## config.mk

```make
export PLATFORM = sky130hd
export DESIGN_NAME = fbpa_cfg_regs
export DESIGN_NICKNAME = d
export VERILOG_FILES = /design/src/rtl/fbpa_pkg.sv /design/src/rtl/fbpa_cfg_regs.sv
export SDC_FILE = /design/constraint.sdc
export NUM_CORES = 1
export LEC_CHECK = 0
export BUFFER_PORTS_ARGS = -buffer_cell sky130_fd_sc_hd__buf_2
export CORE_MARGIN = 5
export CORE_UTILIZATION = 40
export DETAILED_ROUTE_END_ITERATION = 10
export PLACE_DENSITY = 0.81
export SLEW_MARGIN = 5
export SYNTH_ARGS = -nofsm -noshare
export SYNTH_HDL_FRONTEND = slang
export SYNTH_SLANG_ARGS = --single-unit
```

## constraint.sdc

```tcl
create_clock -name clk -period 1.6 [get_ports clk]
set_clock_uncertainty 0.2 [all_clocks]
set_input_delay 0.32 -clock clk [delete_from_list [all_inputs] [get_ports clk]]
set_output_delay 0.32 -clock clk [all_outputs]
set_load 0.005 [all_outputs]
```

## src/rtl/fbpa_pkg.sv

```systemverilog
// Shared types, constants and codes of the fixed block pool allocator.
// No dependencies; all other files but fbpa_chan_if_dummy refer to this package.
`default_nettype none

package fbpa_pkg;

	// Pool geometry
	localparam int MAX_BLOCKS = 1024;
	localparam int IDX_W      = $clog2(MAX_BLOCKS);
	localparam int DEPTH_W    = IDX_W + 1;

	// Field and register widths
	localparam int OFF_W      = 32;
	localparam int DIVIDEND_W = OFF_W - 1;
	localparam int SIZE_W     = 17;
	localparam int COUNT_W    = 11;
	localparam int OUT_OFF_W  = 26;
	localparam int STATUS_W   = 2;
	localparam int ACC_W      = SIZE_W + IDX_W;

	// Iterative unit step counts
	localparam int DIV_STEPS  = DIVIDEND_W;
	localparam int MUL_STEPS  = IDX_W;
	localparam int CNT_W      = $clog2(DIV_STEPS + 1);

	// Configuration port
	localparam int CFG_ADDR_W = 3;
	localparam int CFG_DATA_W = 32;
	localparam logic REG_IDX_SIZE  = 1'b0;
	localparam logic REG_IDX_COUNT = 1'b1;

	// Register reset values and clamp limits
	localparam logic [SIZE_W-1:0]  SIZE_RESET  = SIZE_W'(16);
	localparam logic [SIZE_W-1:0]  SIZE_MIN    = SIZE_W'(16);
	localparam logic [SIZE_W-1:0]  SIZE_MAX    = SIZE_W'(65536);
	localparam logic [COUNT_W-1:0] COUNT_RESET = COUNT_W'(1024);
	localparam logic [COUNT_W-1:0] COUNT_MAX   = COUNT_W'(MAX_BLOCKS);

	// Request and status codes
	localparam logic REQ_ALLOC = 1'b0;
	localparam logic REQ_FREE  = 1'b1;
	localparam logic [STATUS_W-1:0] STATUS_DONE   = 2'd0;
	localparam logic [STATUS_W-1:0] STATUS_EMPTY  = 2'd1;
	localparam logic [STATUS_W-1:0] STATUS_REJECT = 2'd2;

	typedef struct packed {
		logic [SIZE_W-1:0]  block_size;
		logic [COUNT_W-1:0] block_count;
	} cfg_t;

	typedef struct packed {
		logic                  start;
		logic                  op_div;
		logic [DIVIDEND_W-1:0] a;
		logic [SIZE_W-1:0]     b;
	} arith_req_t;

	typedef struct packed {
		logic                  busy;
		logic                  done;
		logic [DIVIDEND_W-1:0] quo;
		logic [ACC_W-1:0]      acc;
	} arith_rsp_t;

endpackage

`default_nettype wire

```

## src/rtl/fbpa_cfg_regs.sv

```systemverilog
// APB-style configuration registers: block size and block count.
// Depends on fbpa_pkg.
`default_nettype none

module fbpa_cfg_regs (
	input  wire logic                            clk,
	input  wire logic                            arst_n,
	input  wire logic                            psel,
	input  wire logic                            penable,
	input  wire logic                            pwrite,
	input  wire logic [fbpa_pkg::CFG_ADDR_W-1:0] paddr,
	input  wire logic [fbpa_pkg::CFG_DATA_W-1:0] pwdata,
	output      logic [fbpa_pkg::CFG_DATA_W-1:0] prdata,
	output      logic                            pready,
	output      fbpa_pkg::cfg_t                  cfg
);

	logic [fbpa_pkg::SIZE_W-1:0]  size_q;
	logic [fbpa_pkg::COUNT_W-1:0] count_q;
	logic                         wr_en;

	assign pready = 1'b1;
	assign wr_en  = psel & penable & pwrite & pready;

	// Write on the access cycle
	always_ff @(posedge clk or negedge arst_n) begin
		if (!arst_n) begin
			size_q  <= fbpa_pkg::SIZE_RESET;
			count_q <= fbpa_pkg::COUNT_RESET;
		end else if (wr_en) begin
			case (paddr[2])
				fbpa_pkg::REG_IDX_SIZE:  size_q  <= pwdata[fbpa_pkg::SIZE_W-1:0];
				fbpa_pkg::REG_IDX_COUNT: count_q <= pwdata[fbpa_pkg::COUNT_W-1:0];
				default: ;
			endcase
		end
	end

	// Read back the addressed register
	always_comb begin
		case (paddr[2])
			fbpa_pkg::REG_IDX_SIZE:  prdata = fbpa_pkg::CFG_DATA_W'(size_q);
			fbpa_pkg::REG_IDX_COUNT: prdata = fbpa_pkg::CFG_DATA_W'(count_q);
			default:                 prdata = '0;
		endcase
	end

	assign cfg.block_size  = size_q;
	assign cfg.block_count = count_q;

endmodule

`default_nettype wire

```

# After elaboration in Yosys (flattened, before gate mapping)
# Cells that the tools add are included.
# totals
reg_bits	28
latch_bits	0
ramBits	0
romBits	0
input_bits	40
out_inout_bits	61
mem_count	0
# classes
n_addsub	0
multipliers	0
div	0
order_cmp	0
eq_ne	0
shifts	0
n_mux	1
bitwise_logic	3
reduce_logical	2
# ops
op	count
case mux 32 bit (2 select lines)	1
AND reduction 2 bit	2
bitwise AND 1 bit	2
inverter 1 bit	1

# Logic depth before layout (Yosys ltp)
# logic_depth
ltp_word	3
mapped_depth	4

# Worst setup path after synthesis
# OpenSTA, ideal clock, no wires.
# synth_path
path_type	input to output
from	in paddr[2] (netlist bit)
to	out prdata[10] (netlist bit)
arrival_time_ps	970
required_ps	1080
slack_ps	110
stages	3
n_path_buf	2
cell_sequence	buf_6 buf_2 mux2_2
# synth_between
elab_chain_cells	2
# synth_lines
element	line	rtl
start: declaration	fbpa_cfg_regs.sv:11	input wire logic [fbpa_pkg::CFG_ADDR_W-1:0] paddr,
inverter 1 bit	n/a	
case mux 32 bit (2 select lines) *	fbpa_cfg_regs.sv:41	case (paddr[2])
end: declaration	fbpa_cfg_regs.sv:13	output logic [fbpa_pkg::CFG_DATA_W-1:0] prdata,
# Mark *: on every way between the ends. The rest lies on a longest branch, timed or not. The select of a mux whose other input is x is not followed.

# Worst setup path after layout
# layout_path
from	reg size_q[5] (netlist bit)
to	out prdata[5] (netlist bit)
# layout_between
elab_chain_cells	1
# layout_lines
element	line	rtl
start: declaration	fbpa_cfg_regs.sv:18	logic [fbpa_pkg::SIZE_W-1:0] size_q;
start signal: assignment	fbpa_cfg_regs.sv:28	size_q <= fbpa_pkg::SIZE_RESET;
start signal: assignment	fbpa_cfg_regs.sv:32	fbpa_pkg::REG_IDX_SIZE: size_q <= pwdata[fbpa_pkg::SIZE_W-1:0];
case mux 32 bit (2 select lines)	fbpa_cfg_regs.sv:41	
# No other way between the ends. The select of a mux whose other input is x is not followed.

==> metrics <==
area leader, netlist=dfrtp_1; first-pass GRT wire length=5410 um; Power Internal=0.00175 W; Min-Delay Path Class=input pin to flip-flop; FF-to-FF End=count_q[6]$_DFFE_PN0P_; sequential share of the synthesized area=0.500; Placed Area=1780 um2; Crit path largest cell delay=0.44 ns; VDD IR-drop max=0.607 mV; Tightest Pin Transition=0.622 ns; total die area=4810 um2; Root Buffer=clkbuf_4; Routed wire per std cell=14.9 um; post-synthesis area per instance=14.5 um2; failing checks=setup timing; Vias=1034; setup ws final=-0.0903 ns; diode count=0; post-route insts no fill=239; Ports=101; critical path peak fanout=2; Max Freq=592 MHz; TritonCTS clock tree=done; Psw=between 0.0006 and 0.0007 W; Bufs on Longest Clock Path=2; total CTS buffers=3; WP data required=about 1.1 ns; Core ar.=approximately 3400 um2; Syn Inst Count=slightly below 100; # setup viols final=11; grt ovf=0; Flop pwr share=0.410; DR top layer=met4; final core utilization=0.638; CP delay by family, top=flip-flops; most frequent cells in the layout=buf_2 (57), dfrtp_1 (26), mux2_4 (20); PD cells=1110 nW/um2; post-synthesis cell area=1410 um2; Clock Power Share=0.197; commonest non-fill, non-tap cell in the layout=buf_2; critical path type=flip-flop to primary output; reported max-cap violation count=0; latest clock arrival within the worst-skew pair=0.32 ns; largest net degree at the start of global routing=29; WP buf/inv=1; Setup crit end kind=primary output; R2R Setup Slk=~0.47 ns; cells along the critical path=mux2_4 -> buf_2; final slew viol count=0; port buffer count=67; Synthesis Warnings=0; Die X=69.3 um; routed metal-1 wire length=1550 um; # fillers=roughly 280; First-pass DRT Iterations=2; fin crit share=1.06; GRT Resource Usage Total=0.139; total power=0.00238 W; Finished Cell Area=roughly 2100 um2; Hold EP=size_q[5]$_DFFE_PN0P_; pre-CTS setup slack=-0.0954 ns; Nets=234; R2R depth=2; crit start category=flip-flop; Distinct cells, synth=11; Detailed Route WL=about 3600 um; Remaining DRCs=0; beginning of the worst hold path=pwdata[5]; CP Depth=2; post-layout min period=1.69 ns; relative slew slack=0.586; DRT iter0 DRCs=10; Die Span Y=69.3 um; Multi-input gate area=642 um2; H-tree depth=1; Leak=1.16 nW; P&R area growth vs syn=52.4%; combinational share of power=0.393; WP data arrival=approximately 1.2 ns; ANT nets after route=0; # clock sinks=28; RSZ-0062 raised after global routing=yes; Area contributors post-synth=dfrtp_1 (46%), mux2_2 (23%), mux2_4 (11%), buf_4 (8.5%), dfstp_2 (3.7%); Critical R2R Launch=count_q[6]$_DFFE_PN0P_; CP max-delay cell=dfrtp_1; wire length on met3=302 um; vias in the first global route=1101; sw frac=0.266; share of cells above drive strength 1=0.694; HPWL after DPL=2250 um; RD Place Congestion=between 0.7 and 0.8; row cnt=21; post-synthesis register bit count=28; Via density=between 4 and 5; Hold Crit Depth=2; initial antenna violation count=0; status=finished, violations left; Sequential cell area=703 um2; Hold Violations, Final=0; Initial Utilization=0.419; placed cell count=209; clk slew on worst S/H paths=0.16 ns; DR WL met2=between 1500 and 2000 um; Synth top area share=0.462
worst max path at each step:
stage                     startpoint  slack [ns]               endpoint
2_1_floorplan               paddr[2]        0.11             prdata[10]
3_3_place_gp                paddr[2]       -0.07  size_q[1]$_DFFE_PN0P_
3_5_place_dp                paddr[2]        -0.1  size_q[0]$_DFFE_PN0P_
4_1_cts        size_q[6]$_DFFE_PN0P_       -0.08              prdata[6]
5_1_grt        size_q[5]$_DFFE_PN0P_       -0.15              prdata[5]
6_report       size_q[5]$_DFFE_PN0P_       -0.09              prdata[5]
what timing repair did:
item / in CTS / in global routing
endpoints found under the hold margin: 28 / 8
buffers inserted: 16 / 0
gates resized for setup: 7 / 13
gates cloned: 0 / 0
hold buffers: 3 / 7
setup endpoints to repair: 11 / 12
final cells by class:
| class | count | area share |
|---|---|---|
| multi-input cells | 63 | 0.299 |
| clock buffers | 3 | 0.0105 |
| clock inverters | 1 | 0.0140 |
| repair buffers | 98 | 0.321 |
| flip-flops and latches | 28 | 0.328 |
| well taps | 46 | 0.0268 |
metrics by stage:
stage	hold slack, ns	TNS (ns)
2_1_floorplan	-0.176	0
3_3_place_gp	0.173	-2.21
3_5_place_dp	0.167	-2.85
4_1_cts	0.000164	-0.717
5_1_grt	0.000734	-1.39
6_report	0.0236	-0.684
cells in the mapped netlist:
| master | count |
|---|---|
| nand4b_4 | 1 |
| conb_1 | 2 |
| mux2_4 | 10 |
| mux2_2 | 29 |
| nor2b_1 | 6 |
| buf_2 | 2 |
| nand4_1 | 1 |
| buf_6 | 2 |
| dfstp_2 | 2 |
| buf_4 | 16 |
| dfrtp_1 | 26 |
worst register-to-register path, cell delays in order (launching register included):
cell and delay, ns:
dfrtp_1 0.43, buf_4 0.15, mux2_2 0.26
power by group through the flow:
stage | clock network [W] | logic (W) | registers (W)
floorplan | 0 | 0.000328 | 0.000996
global placement | 0 | 0.000627 | 0.000987
detailed placement | 0 | 0.000641 | 0.000992
CTS | 0.000484 | 0.000835 | 0.000963
global route | 0.000519 | 0.00102 | 0.000994
finish | 0.000469 | 0.000934 | 0.000975
routing by layer:
| layer | up-vias | global-route usage |
|---|---|---|
| met5 | - | 0 |
| met4 | 0 | 0.0456 |
| met3 | 4 | 0.0449 |
| met2 | 53 | 0.231 |
| met1 | 486 | 0.170 |
| li1 | 491 | - |
cell families after synthesis:
kind of cell / share of synthesized area
and+or+nand+nor: 0.0480
DFF: 0.500
muxes: 0.339
other: 0.00534
buffers and inverters: 0.108
state kept, by name (all words and copies together), names as in the netlist:
signal   flops
count_q     11
size_q      17
Power figures use the tool's default switching activity.
