## config.mk

```make
export PLATFORM = sky130hd
export DESIGN_NAME = fbpa_arith
export DESIGN_NICKNAME = d
export VERILOG_FILES = /design/src/rtl/fbpa_pkg.sv /design/src/rtl/fbpa_arith.sv
export SDC_FILE = /design/constraint.sdc
export NUM_CORES = 1
export LEC_CHECK = 0
export BUFFER_PORTS_ARGS = -buffer_cell sky130_fd_sc_hd__buf_2
export CORE_UTILIZATION = 56
export CTS_CLUSTER_SIZE = 30
export DETAILED_ROUTE_END_ITERATION = 7
export GPL_ROUTABILITY_DRIVEN = 0
export PLACE_DENSITY = 0.84
export RECOVER_POWER = 50
export SKIP_LAST_GASP = 1
export SYNTH_ARGS = -nofsm -noshare
export SYNTH_HDL_FRONTEND = slang
export SYNTH_SLANG_ARGS = --single-unit
```

## constraint.sdc

```tcl
create_clock -name clk -period 6.8 [get_ports clk]
set_input_delay 0.34 -clock clk [delete_from_list [all_inputs] [get_ports clk]]
set_output_delay 0.34 -clock clk [all_outputs]
set_load 0.02 [all_outputs]
```

## src/rtl/fbpa_pkg.sv

```systemverilog
// Shared types, constants and codes of the fixed block pool allocator.
// No dependencies; all other files but fbpa_chan_if_dummy refer to this package.
`default_nettype none

package fbpa_pkg;

	// Pool geometry
	localparam int MAX_BLOCKS = 1024;
	localparam int IDX_W      = $clog2(MAX_BLOCKS);
	localparam int DEPTH_W    = IDX_W + 1;

	// Field and register widths
	localparam int OFF_W      = 32;
	localparam int DIVIDEND_W = OFF_W - 1;
	localparam int SIZE_W     = 17;
	localparam int COUNT_W    = 11;
	localparam int OUT_OFF_W  = 26;
	localparam int STATUS_W   = 2;
	localparam int ACC_W      = SIZE_W + IDX_W;

	// Iterative unit step counts
	localparam int DIV_STEPS  = DIVIDEND_W;
	localparam int MUL_STEPS  = IDX_W;
	localparam int CNT_W      = $clog2(DIV_STEPS + 1);

	// Configuration port
	localparam int CFG_ADDR_W = 3;
	localparam int CFG_DATA_W = 32;
	localparam logic REG_IDX_SIZE  = 1'b0;
	localparam logic REG_IDX_COUNT = 1'b1;

	// Register reset values and clamp limits
	localparam logic [SIZE_W-1:0]  SIZE_RESET  = SIZE_W'(16);
	localparam logic [SIZE_W-1:0]  SIZE_MIN    = SIZE_W'(16);
	localparam logic [SIZE_W-1:0]  SIZE_MAX    = SIZE_W'(65536);
	localparam logic [COUNT_W-1:0] COUNT_RESET = COUNT_W'(1024);
	localparam logic [COUNT_W-1:0] COUNT_MAX   = COUNT_W'(MAX_BLOCKS);

	// Request and status codes
	localparam logic REQ_ALLOC = 1'b0;
	localparam logic REQ_FREE  = 1'b1;
	localparam logic [STATUS_W-1:0] STATUS_DONE   = 2'd0;
	localparam logic [STATUS_W-1:0] STATUS_EMPTY  = 2'd1;
	localparam logic [STATUS_W-1:0] STATUS_REJECT = 2'd2;

	typedef struct packed {
		logic [SIZE_W-1:0]  block_size;
		logic [COUNT_W-1:0] block_count;
	} cfg_t;

	typedef struct packed {
		logic                  start;
		logic                  op_div;
		logic [DIVIDEND_W-1:0] a;
		logic [SIZE_W-1:0]     b;
	} arith_req_t;

	typedef struct packed {
		logic                  busy;
		logic                  done;
		logic [DIVIDEND_W-1:0] quo;
		logic [ACC_W-1:0]      acc;
	} arith_rsp_t;

endpackage

`default_nettype wire

```

## src/rtl/fbpa_arith.sv

```systemverilog
// Shared shift/add unit: restoring divide (quotient and remainder) or
// MSB-first shift-add multiply, one bit per cycle. Depends on fbpa_pkg.
`default_nettype none

module fbpa_arith (
	input  wire logic                 clk,
	input  wire logic                 arst_n,
	input  wire fbpa_pkg::arith_req_t req,
	output      fbpa_pkg::arith_rsp_t rsp
);

	localparam int AW = fbpa_pkg::ACC_W;
	localparam int DW = fbpa_pkg::DIVIDEND_W;

	logic                          busy_q;
	logic                          done_q;
	logic                          op_div_q;
	logic [fbpa_pkg::CNT_W-1:0]    cnt_q;
	logic [DW-1:0]                 sh_q;
	logic [AW-1:0]                 acc_q;
	logic [fbpa_pkg::SIZE_W-1:0]   b_q;

	logic [AW-1:0] lhs;
	logic [AW:0]   opnd;
	logic [AW:0]   res;

	// One adder: subtract the divisor, or add it when the multiplier bit is set
	always_comb begin
		lhs = {acc_q[AW-2:0], op_div_q & sh_q[DW-1]};
		if (op_div_q) begin
			opnd = ~(AW+1)'(b_q);
		end else if (sh_q[DW-1]) begin
			opnd = (AW+1)'(b_q);
		end else begin
			opnd = '0;
		end
		res = {1'b0, lhs} + opnd + (AW+1)'(op_div_q);
	end

	// Sequence the steps
	always_ff @(posedge clk or negedge arst_n) begin
		if (!arst_n) begin
			busy_q   <= 1'b0;
			done_q   <= 1'b0;
			op_div_q <= 1'b0;
			cnt_q    <= '0;
			sh_q     <= '0;
			acc_q    <= '0;
			b_q      <= '0;
		end else begin
			done_q <= 1'b0;
			if (req.start) begin
				busy_q   <= 1'b1;
				op_div_q <= req.op_div;
				b_q      <= req.b;
				acc_q    <= '0;
				if (req.op_div) begin
					sh_q  <= req.a;
					cnt_q <= fbpa_pkg::CNT_W'(fbpa_pkg::DIV_STEPS - 1);
				end else begin
					sh_q  <= {req.a[fbpa_pkg::IDX_W-1:0], {(DW - fbpa_pkg::IDX_W){1'b0}}};
					cnt_q <= fbpa_pkg::CNT_W'(fbpa_pkg::MUL_STEPS - 1);
				end
			end else if (busy_q) begin
				if (op_div_q) begin
					// Keep the difference only when no borrow
					if (!res[AW]) begin
						acc_q <= res[AW-1:0];
						sh_q  <= {sh_q[DW-2:0], 1'b1};
					end else begin
						acc_q <= lhs;
						sh_q  <= {sh_q[DW-2:0], 1'b0};
					end
				end else begin
					acc_q <= res[AW-1:0];
					sh_q  <= {sh_q[DW-2:0], 1'b0};
				end
				if (cnt_q == '0) begin
					busy_q <= 1'b0;
					done_q <= 1'b1;
				end else begin
					cnt_q <= cnt_q - 1'b1;
				end
			end
		end
	end

	assign rsp.busy = busy_q;
	assign rsp.done = done_q;
	assign rsp.quo  = sh_q;
	assign rsp.acc  = acc_q;

	a_start_busy: assert property (@(posedge clk) disable iff (!arst_n)
		req.start |=> busy_q)
		else $error("arith unit not busy after start");

	a_done_pulse: assert property (@(posedge clk) disable iff (!arst_n)
		done_q |=> !done_q)
		else $error("arith done held for more than one cycle");

	a_mul_count: assert property (@(posedge clk) disable iff (!arst_n)
		(busy_q && !op_div_q) |-> (cnt_q < fbpa_pkg::CNT_W'(fbpa_pkg::MUL_STEPS)))
		else $error("multiply step count out of range");

endmodule

`default_nettype wire

```

# [Yosys cells after proc, flatten, opt, wreduce, memory -nomap -nowiden]
# Index checks and enable logic that the tools add are counted.
[classes] n_addsub=3 n_eq_ne=1 n_mux=21 bitwise_logic=2 reduce_logical=3
[op_table] operator="27-bit 2-to-1 mux" n=4
[op_table] operator="31-bit 2-to-1 mux" n=3
[op_table] operator="27-bit by 28-bit adder with 28-bit output" n=1
[op_table] operator="28-bit by 1-bit adder with 28-bit output" n=1
[op_table] operator="28-bit 2-to-1 mux" n=1
[op_table] operator="17-bit inverter with 28-bit output" n=1
[op_table] operator="5-bit 2-to-1 mux" n=4
[op_table] operator="17-bit 2-to-1 mux" n=1
[op_table] operator="1-bit 2-to-1 mux" n=8
[op_table] operator="5-bit zero test" n=1
[op_table] operator="5-bit by 1-bit subtractor with 5-bit output (second input constant)" n=1
[op_table] operator="2-bit != test (second input constant)" n=1
[op_table] operator="2-bit AND reduction" n=1
[op_table] operator="2-bit nonzero test" n=1
[op_table] operator="1-bit AND" n=1
[word_totals] regBits=83 in_bits=52 out_inout_bits=60 elab_cells=37

# [Logic depth before layout (Yosys ltp)]
[depth] ltp_word=8 mapped_depth=21 depth_no_buf=18

# [Least setup slack after synthesis]
# OpenSTA, ideal clock, no wires.
[synth_path] path_kind="flip-flop to flip-flop" start="reg op_div_q" end="reg acc_q[16]" setup_ps=99 t_arrival_ps=4666 required_ps=6701 path_slack_ps=2034 stages_incl_launch_ff=20 path_buffers=4 synth_period_minus_slack_ps=4766 cell_sequence="dfrtp_1 -> nor2b_1 -> clkbuf_1 -> clkbuf_1 -> nand2_1 -> o21ai_0 -> ha_1 -> a21o_1 -> a221o_1 -> a41o_1 -> a221o_1 -> a41oi_2 -> o21ai_1 -> a221o_1 -> ha_1 -> and2_1 -> clkbuf_1 -> buf_1 -> nand2_1 -> a311oi_1"
[synth_via] elab_chain_cells=7 elab_cells_between_ends=8 classes_between="add/sub: 2; mux: 5; bitwise: 1"
[synth_rtl] element="start, declared" line="fbpa_arith.sv:17" source="logic op_div_q;"
[synth_rtl] element="start signal, assigned" line="fbpa_arith.sv:54" source="op_div_q <= req.op_div;"
[synth_rtl] element="1-bit AND or 28-bit 2-to-1 mux (tied branches)" line="fbpa_arith.sv:29, fbpa_arith.sv:30"
[synth_rtl] element="27-bit by 28-bit adder with 28-bit output" line="fbpa_arith.sv:37" source="res = {1'b0, lhs} + opnd + (AW+1)'(op_div_q);"
[synth_rtl] element="28-bit by 1-bit adder with 28-bit output" line="fbpa_arith.sv:37"
[synth_rtl] element="27-bit 2-to-1 mux" line="fbpa_arith.sv:67" source="if (!res[AW]) begin"
[synth_rtl] element="27-bit 2-to-1 mux *" line="fbpa_arith.sv:65" source="if (op_div_q) begin"
[synth_rtl] element="27-bit 2-to-1 mux *" line="fbpa_arith.sv:64" source="end else if (busy_q) begin"
[synth_rtl] element="27-bit 2-to-1 mux *" line="fbpa_arith.sv:52" source="if (req.start) begin"
[synth_rtl] element="end signal, assigned" line="fbpa_arith.sv:68" source="acc_q <= res[AW-1:0];"
[synth_rtl] element="end signal, assigned" line="fbpa_arith.sv:71" source="acc_q <= lhs;"
[synth_rtl] element="end signal, assigned" line="fbpa_arith.sv:75" source="acc_q <= res[AW-1:0];"
[synth_rtl] element="end, declared" line="fbpa_arith.sv:20" source="logic [AW-1:0] acc_q;"
# Mark *: on every way between the ends. The rest lies on a longest branch, timed or not. The select of a mux whose other input is x is not followed.
# A chain may end at the register's enable or synchronous reset.

# [Worst setup path after layout]
[layout_path] start="reg op_div_q" end="reg acc_q[21]"
# The elaborated chain is that of the path after synthesis.

==> flow_summary.toml <==
[clock_tree]
clockRootBuffer = "clkbuf_8"
cts.sink_count = 83
cts_max_level = 3
post_cts.resized_instances = 0
clk_path_buf_depth = 2
clk_latency_ns = 0.38
cts_hold_buf = 0
cts.clk_slew.worst_paths_ns = 0.09
numCtsBuffers = 9
cts_setup_buffers = 0
tritoncts = "yes"

[sta]
final-hold-violation-count = 0
fin_crit_sh_pct = 89.50
max_freq_mhz = 164.3
whs_ns = 0.1674
relSlewSlack_pct = -191.7
tns_ns = 0
fin_crit_ns = 6.086
setup_viol = 0
slew_viol_final = 84
rsz0062_at_grt = "false"
worst_slew_pin_slew_ns = 4.376
skew_ns = 0.01753

[yosys]
synth.area.top_cells = "dfrtp_1 39%, ha_1 7.0%, mux2i_1 6.7%"
yosys_register_bits = 83
syn_area_um2 = 5388
syn_avg_cell_area_um2 = 9.070
yosysTopAreaCell = "dfrtp_1"
netlist.area_leader.share_pct = 38.55
synth_edf_count = 0
synthArstFlopShare_pct = 100.0
netlist_top_cells_count = "85 x nand2_1, 83 x dfrtp_1, 53 x o21ai_0"
syn_nets = 678
synth_warnings = 0
synth_most_common_cell = "nand2_1"
synthCells = 594
synthFlopType = "dfrtp_1"
yosysSeqAreaShare_pct = 38.55
synth_cell_types = 52

[drt]
wl_um = 13320
num_vias = 4886
drc = 0
ant_nets = 0
viasPerCell = 5.995
drt_iter0_drc = 372
post_drt_wl_per_cell_um = 16.34
dr.pass1.iters = 5

[die]
die_h_um = 100.1
dieArea_um2 = 10020
start_util_pct = 58.03
die-width_um = 100.1
io_pins = 112
coreArea_um2 = 9284
rows = 35

[worst_setup_path]
cp.required_ns = 7.07
crit_type = "register to register"
critPathArrivalTime_ns = 6.35
r2r_start = "op_div_q$_DFFE_PN0P_"
critical_path.max_fanout = 21
worstSetupEndpointType = "register"
cp-start-kind = "register"
cp-startpoint = "op_div_q$_DFFE_PN0P_"

[status]
violations = "capacitance limit, slew limit"
status = "finished with violations"

[cells_and_area]
final_cells = 815
drive_gt1_share_pct = 18.08
nNetsFinal = 765
fillers = 794
regArea_um2 = 2081
multiInputGateArea_um2 = 3131
num_antenna_cells = 0
area.growth.synth_to_final_pct = 14.00
final_core_util_pct = 66.16

[power_and_ir_drop]
total_leakage_power_nw = 3.073
worst_ir_drop_vdd_uv = 169.0
powerDensity_nw_per_um2 = 340.6
total_power_mw = 2.092

[hold_path]
hp-class = "input pin to register"
hp-start = "req[30]"

[run]
max_cap_viol_count = 1

[grt]
antenna_found_initial = 0
grt_first_pass_wirelength_um = 22190
grt-ovfl-total = 0
grt_max_degree = 102
grt_pass1_vias = 4612
grt_use_total_pct = 27.81

[placement]
dp.cells = 799
io_buffers = 111
dp_hpwl_um = 9148
-- stage by stage --
stage	cell area [µm²]	setup WS [ns]
3_3_place_gp	5979	1.127
5_1_grt	6142	0.2506
2_1_floorplan	5388	2.034
3_5_place_dp	5979	0.8714
6_report	6142	0.7140
4_1_cts	6183	0.8352
-- worst max-delay path, cell delays in order, from the launching register on --
cell and delay, ns:
dfrtp_1 0.63, nor2b_1 0.98, nand2_1 0.12, o21ai_0 0.12, ha_1 0.33, and3_1 0.25
a221o_1 0.34, a41o_1 0.27, a221o_1 0.32, a41oi_2 0.23, o21ai_1 0.10, a221o_1 0.35
ha_1 0.31, nand2_1 0.58, nand2_1 0.34, or2_2 0.43, o32ai_1 0.28
-- per-layer routing --
layer / routed length (µm) / GRT usage (%)
met2: 6465 / 44.14
met5: 0 / 0
met1: 5704 / 37.49
met3: 825 / 5.780
met4: 322 / 11.04
-- cells by family after synthesis --
family | after synthesis | share of synthesized area, %
flip-flops | 83 | 38.55
AO/OA/AOI/OAI | 169 | 20.69
AND/OR/NAND/NOR | 192 | 16.37
buffers and inverters | 46 | 3.344
XOR/XNOR | 19 | 3.089
multiplexers | 53 | 10.24
adder cells (fa/ha/maj) | 32 | 7.710
-- cell usage in the layout (no fill, tap or decap), drive strengths merged, types with 6 or more instances in the layout --
cell | Yosys | routed
nand2 | 85 | 85
dfrtp | 83 | 83
buf | 10 | 82
o21ai | 60 | 60
nor2 | 40 | 40
clkbuf | 27 | 40
mux2i | 36 | 36
ha | 30 | 30
a21oi | 29 | 29
nor2b | 20 | 20
mux2 | 17 | 17
a211oi | 15 | 15
a311oi | 14 | 14
inv | 9 | 13
a21o | 11 | 11
xnor2 | 11 | 11
and3 | 9 | 9
nand3 | 9 | 9
xor2 | 8 | 8
a31oi | 7 | 7
nand2b | 6 | 6
o211ai | 6 | 6
-- path summary, 6_finish.rpt --
| check | cells past startpoint | to | slack, ns |
|---|---|---|---|
| hold reg to reg | 1 | b_q[5]$_DFFE_PN0P_ | 0.54 |
| hold / removal | 3 | sh_q[13]$_DFFE_PN0P_ | 0.17 |
| setup / recovery | 16 | acc_q[21]$_DFFE_PN0P_ | 0.71 |
| min in group asynchronous | 1 | b_q[11]$_DFFE_PN0P_ | 1.51 |
| setup reg to reg | 16 | acc_q[21]$_DFFE_PN0P_ | 0.71 |
| max in group asynchronous | 1 | busy_q$_DFF_PN0_ | 2.21 |
-- flip-flops by register name (all words and copies together), names as in the netlist --
signal	flops
sh_q	31
acc_q	27
b_q	17
cnt_q	5
busy_q	1
done_q	1
op_div_q	1
-- cell type report --
| class | count | area share, % |
|---|---|---|
| flip-flops and latches | 83 | 33.88 |
| clock inverters | 7 | 1.304 |
| inverters | 9 | 0.5500 |
| repair buffers | 113 | 8.658 |
| well taps | 129 | 2.628 |
| multi-input cells | 465 | 50.97 |
| clock buffers | 9 | 2.017 |
-- power by group --
part	switching [mW]	internal (mW)	total [mW]
combinational	0.608	0.402	1.01
sequential	0.115	0.592	0.708
clock	0.199	0.175	0.374
total	0.922	1.17	2.09
Power figures use the tool's default switching activity.
